## src/hw/rtl/pfd_pkg.sv

```systemverilog
`default_nettype none
// ---------------------------------------------------------------------------
// pfd_pkg
// Shared types, constants and character mapping functions for the 8x8
// Playfair digraph cipher core.
// ---------------------------------------------------------------------------
package pfd_pkg;

	localparam int unsigned SIDE_W     = 3;
	localparam int unsigned INDEX_W    = 2 * SIDE_W;
	localparam int unsigned FIFO_DEPTH = 8;
	localparam int unsigned FIFO_AW    = $clog2(FIFO_DEPTH);
	localparam int unsigned FIFO_CW    = $clog2(FIFO_DEPTH + 1);

	localparam logic [INDEX_W-1:0] PAD_INDEX    = 6'd49;
	localparam logic [7:0]         NEWLINE_BYTE = 8'h0A;

	typedef logic [INDEX_W-1:0] pfd_index_t;

	typedef struct packed {
		logic       found;
		pfd_index_t index;
	} pfd_lookup_t;

	typedef struct packed {
		logic       last;
		logic [7:0] second_char;
		logic [7:0] first_char;
	} pfd_result_t;

	// Maps an ASCII byte onto its square position.
	function automatic pfd_lookup_t index_of(input logic [7:0] b);
		pfd_lookup_t r;
		logic [7:0]  d;
		r.found = 1'b0;
		r.index = '0;
		d       = '0;
		if (b >= 8'h61 && b <= 8'h7A) begin
			d       = b - 8'h61;
			r.found = 1'b1;
			r.index = d[INDEX_W-1:0];
		end else if (b >= 8'h41 && b <= 8'h5A) begin
			d       = b - 8'h41 + 8'd26;
			r.found = 1'b1;
			r.index = d[INDEX_W-1:0];
		end else if (b >= 8'h30 && b <= 8'h39) begin
			d       = b - 8'h30 + 8'd52;
			r.found = 1'b1;
			r.index = d[INDEX_W-1:0];
		end else if (b == 8'h40) begin
			r.found = 1'b1;
			r.index = 6'd62;
		end else if (b == 8'h5F) begin
			r.found = 1'b1;
			r.index = 6'd63;
		end
		return r;
	endfunction

	// Maps a square position back to its ASCII character.
	function automatic logic [7:0] char_of(input pfd_index_t idx);
		logic [7:0] w;
		logic [7:0] c;
		w = {2'b00, idx};
		if (idx < 6'd26) begin
			c = w + 8'h61;
		end else if (idx < 6'd52) begin
			c = w - 8'd26 + 8'h41;
		end else if (idx < 6'd62) begin
			c = w - 8'd52 + 8'h30;
		end else if (idx == 6'd62) begin
			c = 8'h40;
		end else begin
			c = 8'h5F;
		end
		return c;
	endfunction

endpackage
`default_nettype wire

```

## src/hw/rtl/pfd_digraph.sv

```systemverilog
`default_nettype none
// ---------------------------------------------------------------------------
// pfd_digraph
// Enciphers one digraph of square positions into two ASCII characters.
// ---------------------------------------------------------------------------
module pfd_digraph
	import pfd_pkg::*;
(
	input  wire pfd_index_t a,
	input  wire pfd_index_t b,
	output logic [7:0]      first_char,
	output logic [7:0]      second_char
);

	logic [SIDE_W-1:0] r1, c1, r2, c2;
	pfd_index_t        x, y;

	assign r1 = a[INDEX_W-1:SIDE_W];
	assign c1 = a[SIDE_W-1:0];
	assign r2 = b[INDEX_W-1:SIDE_W];
	assign c2 = b[SIDE_W-1:0];

	// Row and column fields wrap naturally at the square side.
	always_comb begin
		if (r1 == r2) begin
			x = {r1, c1 + 1'b1};
			y = {r2, c2 + 1'b1};
		end else if (c1 == c2) begin
			x = {r1 + 1'b1, c1};
			y = {r2 + 1'b1, c2};
		end else begin
			x = {r1, c2};
			y = {r2, c1};
		end
	end

	assign first_char  = char_of(x);
	assign second_char = char_of(y);

endmodule
`default_nettype wire

```

## src/hw/rtl/pfd_result_fifo.sv

```systemverilog
`default_nettype none
// ---------------------------------------------------------------------------
// pfd_result_fifo
// Small result queue that takes up to two results per cycle and gives one.
// ---------------------------------------------------------------------------
module pfd_result_fifo
	import pfd_pkg::*;
(
	input  wire                      clk,
	input  wire                      arst_n,
	input  wire  [1:0]               push_n,
	input  wire  pfd_result_t        push_data0,
	input  wire  pfd_result_t        push_data1,
	input  wire                      pop,
	output logic                     head_valid,
	output pfd_result_t              head_data,
	output logic [FIFO_CW-1:0]       count
);

	pfd_result_t        mem_q [FIFO_DEPTH];
	logic [FIFO_AW-1:0] wr_ptr_q;
	logic [FIFO_AW-1:0] rd_ptr_q;
	logic [FIFO_CW-1:0] count_q;
	logic               do_pop;

	assign head_valid = (count_q != '0);
	assign head_data  = mem_q[rd_ptr_q];
	assign count      = count_q;
	assign do_pop     = pop && head_valid;

	always_ff @(posedge clk) begin
		if (push_n != 2'd0) begin
			mem_q[wr_ptr_q] <= push_data0;
		end
		if (push_n == 2'd2) begin
			mem_q[wr_ptr_q + 1'b1] <= push_data1;
		end
	end

	always_ff @(posedge clk or negedge arst_n) begin
		if (!arst_n) begin
			wr_ptr_q <= '0;
			rd_ptr_q <= '0;
			count_q  <= '0;
		end else begin
			wr_ptr_q <= wr_ptr_q + FIFO_AW'(push_n);
			if (do_pop) begin
				rd_ptr_q <= rd_ptr_q + 1'b1;
			end
			count_q <= count_q + FIFO_CW'(push_n) - FIFO_CW'(do_pop);
		end
	end

endmodule
`default_nettype wire

```

## src/hw/rtl/playfair_digraph_cipher_8x8_core.sv

```systemverilog
`default_nettype none
// A byte is registered in the input stage; its results then go into the queue.
// Throughput: one input byte per cycle while ready is high; a byte that yields
// two digraphs pushes two results, which the eight-entry result queue absorbs.
// Input ready depends only on queue occupancy and the registered input stage.
// Reset (arst_n low) clears the pending letter, the newline flag and the queue.
// ---------------------------------------------------------------------------
// playfair_digraph_cipher_8x8_core
// Streaming Playfair encoder on a fixed 8x8 square of a-z, A-Z, 0-9, @, _.
// ---------------------------------------------------------------------------
module playfair_digraph_cipher_8x8_core
	import pfd_pkg::*;
(
	input  wire         clk,
	input  wire         arst_n,
	input  wire         s_axis_tvalid,
	output logic        s_axis_tready,
	input  wire  [7:0]  s_axis_tdata,   // [7:0] byte_in
	input  wire         s_axis_tlast,   // end_of_message
	output logic        m_axis_tvalid,
	input  wire         m_axis_tready,
	output logic [15:0] m_axis_tdata,   // [7:0] first_char, [15:8] second_char
	output logic        m_axis_tlast    // message_end
);

	logic               valid_s1;
	logic [7:0]         byte_s1;
	logic               eom_s1;

	logic               pend_valid_q;
	pfd_index_t         pend_index_q;
	logic               stopped_q;

	pfd_lookup_t        lk;
	logic               kept;
	logic               pair_now;
	logic               nv_valid;
	pfd_index_t         nv_index;
	logic               flush;
	pfd_index_t         second_idx;

	logic [7:0]         a_first, a_second, b_first, b_second;
	pfd_result_t        res_a, res_b;
	logic [1:0]         push_n;
	pfd_result_t        push0, push1;
	logic               head_valid;
	pfd_result_t        head_data;
	logic [FIFO_CW-1:0] fifo_count;
	logic [FIFO_CW:0]   committed;

	// Room for this request and the one in the input stage, two results each.
	assign committed     = {1'b0, fifo_count} + (valid_s1 ? (FIFO_CW+1)'(2) : '0);
	assign s_axis_tready = (committed <= (FIFO_CW+1)'(FIFO_DEPTH / 2));

	always_ff @(posedge clk or negedge arst_n) begin
		if (!arst_n) begin
			valid_s1 <= 1'b0;
		end else begin
			valid_s1 <= s_axis_tvalid && s_axis_tready;
		end
	end

	always_ff @(posedge clk) begin
		if (s_axis_tvalid && s_axis_tready) begin
			byte_s1 <= s_axis_tdata;
			eom_s1  <= s_axis_tlast;
		end
	end

	always_comb begin
		lk         = index_of(byte_s1);
		kept       = valid_s1 && !stopped_q && (byte_s1 != NEWLINE_BYTE) && lk.found;
		pair_now   = kept && pend_valid_q;
		second_idx = (lk.index == pend_index_q) ? PAD_INDEX : lk.index;
		nv_valid   = pend_valid_q;
		nv_index   = pend_index_q;
		if (kept && !pend_valid_q) begin
			nv_valid = 1'b1;
			nv_index = lk.index;
		end else if (pair_now && (lk.index != pend_index_q)) begin
			nv_valid = 1'b0;
		end
		flush = valid_s1 && eom_s1 && nv_valid;
	end

	pfd_digraph u_pair (
		.a           (pend_index_q),
		.b           (second_idx),
		.first_char  (a_first),
		.second_char (a_second)
	);

	pfd_digraph u_flush (
		.a           (nv_index),
		.b           (PAD_INDEX),
		.first_char  (b_first),
		.second_char (b_second)
	);

	always_comb begin
		res_a.first_char  = a_first;
		res_a.second_char = a_second;
		res_a.last        = eom_s1 && !flush;
		res_b.first_char  = b_first;
		res_b.second_char = b_second;
		res_b.last        = 1'b1;
		push_n            = {1'b0, pair_now} + {1'b0, flush};
		push0             = pair_now ? res_a : res_b;
		push1             = res_b;
	end

	always_ff @(posedge clk or negedge arst_n) begin
		if (!arst_n) begin
			pend_valid_q <= 1'b0;
			pend_index_q <= '0;
			stopped_q    <= 1'b0;
		end else if (valid_s1) begin
			if (eom_s1) begin
				pend_valid_q <= 1'b0;
				pend_index_q <= '0;
				stopped_q    <= 1'b0;
			end else begin
				pend_valid_q <= nv_valid;
				pend_index_q <= nv_index;
				if (byte_s1 == NEWLINE_BYTE) begin
					stopped_q <= 1'b1;
				end
			end
		end
	end

	pfd_result_fifo u_fifo (
		.clk        (clk),
		.arst_n     (arst_n),
		.push_n     (push_n),
		.push_data0 (push0),
		.push_data1 (push1),
		.pop        (m_axis_tready),
		.head_valid (head_valid),
		.head_data  (head_data),
		.count      (fifo_count)
	);

	assign m_axis_tvalid = head_valid;
	assign m_axis_tdata  = {head_data.second_char, head_data.first_char};
	assign m_axis_tlast  = head_data.last;

endmodule
`default_nettype wire

```

## config.mk

```make
export PLATFORM = sky130hd
export DESIGN_NAME = playfair_digraph_cipher_8x8_core
export DESIGN_NICKNAME = d
export VERILOG_FILES = /design/src/hw/rtl/pfd_pkg.sv /design/src/hw/rtl/pfd_digraph.sv /design/src/hw/rtl/pfd_result_fifo.sv /design/src/hw/rtl/playfair_digraph_cipher_8x8_core.sv
export SDC_FILE = /design/constraint.sdc
export NUM_CORES = 1
export LEC_CHECK = 0
export BUFFER_PORTS_ARGS = -buffer_cell sky130_fd_sc_hd__buf_2
export CAP_MARGIN = 20
export CORE_MARGIN = 5
export CORE_UTILIZATION = 45
export CTS_CLUSTER_DIAMETER = 200
export CTS_CLUSTER_SIZE = 40
export DETAILED_ROUTE_END_ITERATION = 8
export PLACE_DENSITY = 0.62
export SYNTH_ARGS = -nofsm -noshare
export SYNTH_HDL_FRONTEND = slang
export SYNTH_SLANG_ARGS = --single-unit
```

## constraint.sdc

```tcl
create_clock -name clk -period 16.8 [get_ports clk]
set_clock_uncertainty 0.05 [all_clocks]
set_input_delay 3.36 -clock clk [delete_from_list [all_inputs] [get_ports clk]]
set_output_delay 3.36 -clock clk [all_outputs]
set_load 0.05 [all_outputs]
```

==> key figures <==
Clock network
  • Post-cts sizing count: 0
  • Reg clk slew, reported paths: 0.08 ns
  • Post-CTS Setup Repair Bufs: 0
  • CTS max path bufs: 2
  • CTS sink cnt: 164
  • Root buf cell: clkbuf_16
  • Hold-fix buffers, CTS: 0
  • CTS tree: built
  • Clock Latency Late Sink: 0.45 ns
  • CTS buffer count: 17
  • H-tree Lvls: 4

Setup path
  • Setup Crit Path Kind: reg2reg
  • Arr. time, crit path: 7.18 ns
  • Register-to-Register Setup Slack: 9.74 ns
  • Worst R2R Start: byte_s1[2]
  • Worst Path Max Fanout: 11
  • Worst Path Required: between 15 and 20 ns
  • Reg2Reg Depth: 22
  • Critical path capture point type: flop
  • R2r endpoint: u_fifo.mem_q[3][12]
  • Startpoint Class: flop

Placement
  • Instance area after placement: 11900 sq um
  • Port Buffers: 31
  • Post-DP HPWL: 21.9 mm
  • Dpl ws: ~10 ns
  • Placer Congestion: roughly 0.9

Final layout
  • Layout area overhead: 8.32%
  • Total Nets Final: 1136
  • Antenna cells: 0
  • Commonest cells after routing, fill and taps aside: edfxtp_1, o22ai_1, nand2_1, ha_1, inv_1
  • Most common cell after layout, fill and taps aside: edfxtp_1
  • Layout cell share with drive strength beyond 1: 18.1%
  • Design area: 12400 sq um

Min path
  • WHS Endpoint: u_fifo.mem_q[2][16]
  • Hold Path Cell Cnt: 2
  • Min-delay worst type: reg2reg
  • Hold path startpoint: u_fifo.mem_q[2][16]

Run
  • Max-Cap Viols: 0

Global routing
  • Vias in the first global route: 8819
  • Global-route wire length before repair: 51.1 mm
  • Initial antenna violation count: 0
  • GRT Util Overall: 22.8%
  • Largest net degree at the start of global routing: 37
  • GR Overflow Total: 0

Status
  • Status: finished clean

Drt
  • Antenna-violating nets left: 0
  • Detailed Route Iter0 Violations: around 1000
  • DRC: 0
  • Final wirelength: 32.7 mm
  • Vias/cell: roughly 6.4
  • WL/cell: 23.4 um
  • Vias: 8996
  • Drt pass-1 iters: 5

Logic synthesis
  • Number of synthesized flops with an enable pin: 137
  • Yosys warnings: 0
  • Netlist Area Pre-Place: around 11000 sq um
  • Post-synthesis cell type count: between 90 and 100
  • Post-Syn Nets: 1128
  • Top FF cell, synth: edfxtp_1
  • Flops & latches, synth: 164
  • Syn_area_per_cell: 11.0 sq um
  • Sequential-to-total area share from yosys stat: 41.3%
  • Synth async-reset ratio: 11.6%
  • Synthesized instance count: around 1000

Pwr
  • Leak: between 4 and 5 nW
  • Worst vdd ir: 0.0856 mV
  • Pwr Total: 2.37 mW
  • PD cells: 191 nW/um^2

STA
  • Minimum clock period: a little over 7 ns
  • Endpoints failing hold: 0
  • Least-Margin Pin Slew: 1.12 ns
  • Final period utilization: 42.1%
  • Relative max-transition margin: 24.9%
  • Smallest hold slack: approximately 0.44 ns
  • Final Max Tran Viols: 0
  • Endpoints failing setup: 0
  • Setup TNS: 0 ns
  • Fmax: 142 MHz
  • Worst setup slack after layout: 9.74 ns
  • RSZ-0062 raised after global routing: no

Floorplanning
  • FP Rows: 58
  • Ports: 32
  • Initial cell density of the core: between 40% and 50%
  • Die X: between 150 and 200 um
  • Die area: approximately 29000 sq um
  • Core area: 25200 sq um
  • Die height: 170 um
per-layer routing:
metal  GRT usage [%]  wire, um  share of wire, %  vias to the layer above
met3            2.94      2160               6.6                       69
met4            7.70       856               2.6                        0
li1                -         -                 -                     4160
met2            38.3     16000                49                      391
met1            30.6     13700                42                     4376
met5               0         0                 0                        -
cell families after synthesis:
| family | share of synthesized area, % |
|---|---|
| fa+ha+maj | 7.41 |
| flops | 41.3 |
| mux | 9.73 |
| compound gates | 20.2 |
| simple gates | 13.3 |
| buf+inv | 4.44 |
| xor+xnor | 3.63 |
sequential cells by signal, indices dropped and copies added, names as in the netlist:
signal / cells
u_fifo.wr_ptr_q: 3
valid_s1: 1
stopped_q: 1
u_fifo.mem_q: 136
u_fifo.count: 4
byte_s1: 8
u_fifo.rd_ptr_q: 3
pend_valid_q: 1
pend_index_q: 6
eom_s1: 1
worst max-delay path: stages (launching register included):
cell and delay, ns:
edfxtp_1 0.55, inv_1 0.17, ha_1 0.30, a21o_1 0.26
and3_1 0.24, nor4_1 0.44, a311oi_1 0.12, o41ai_2 0.44
nand4_1 0.57, nor2_1 0.37, nor2_1 0.07, ha_1 0.21
or3_1 0.43, a31o_2 0.31, nand2_1 0.19, ha_1 0.21
nand2_1 0.06, mux2i_1 0.42, a211oi_2 0.10, nor4b_1 0.48
nor4_2 0.08, nor3b_2 0.51, o32ai_1 0.18
cells in the mapped netlist (22+ instances only):
master,count,area share [%]
a21oi_1,27,1.2
clkbuf_1,28,0.91
edfxtp_1,137,36
ha_1,64,7.0
inv_1,54,1.8
mux2_2,22,2.2
mux4_2,34,6.7
nand2_1,80,2.6
nand3_1,32,1.4
nor2_1,43,1.4
nor3_1,23,1.0
o22ai_1,121,6.6
xnor2_1,36,2.7
stage by stage:
step / util (%) / cells
floorplan: - / 1049
finish: 49.4 / 1400
global route: 49.4 / 1400
global placement: 47.1 / 1368
CTS: 49.4 / 1400
detailed placement: 47.1 / 1368
how the worst max path moves through the flow:
| stage | slack (ns) | end | startpoint | depth (start not counted) |
|---|---|---|---|---|
| finish | 9.74 | u_fifo.mem_q[3][12] | byte_s1[2] | 22 |
| floorplan | 10.88 | u_fifo.mem_q[0][12] | byte_s1[1] | 25 |
| CTS | 9.88 | u_fifo.mem_q[5][12] | byte_s1[2] | 22 |
| global route | 9.13 | u_fifo.mem_q[3][12] | byte_s1[2] | 22 |
| global placement | 10.16 | u_fifo.mem_q[5][12] | byte_s1[1] | 22 |
| detailed placement | 9.97 | u_fifo.mem_q[4][12] | byte_s1[2] | 22 |
where the power goes:
part	total [mW]	internal, mW	switching [mW]
Clock	0.399	0.200	0.199
Sequential	0.537	0.477	0.0600
Combinational	1.44	0.495	0.940
Total	2.37	1.17	1.20
final cells by class:
class	instances	area, sq um
well taps	330	413
multi-input cells	774	6230
flip-flops and latches	164	4750
repair buffers	43	245
fillers	2275	12700
clock buffers	17	425
inverters	57	216
clock inverters	15	165
Power figures use the tool's default switching activity.
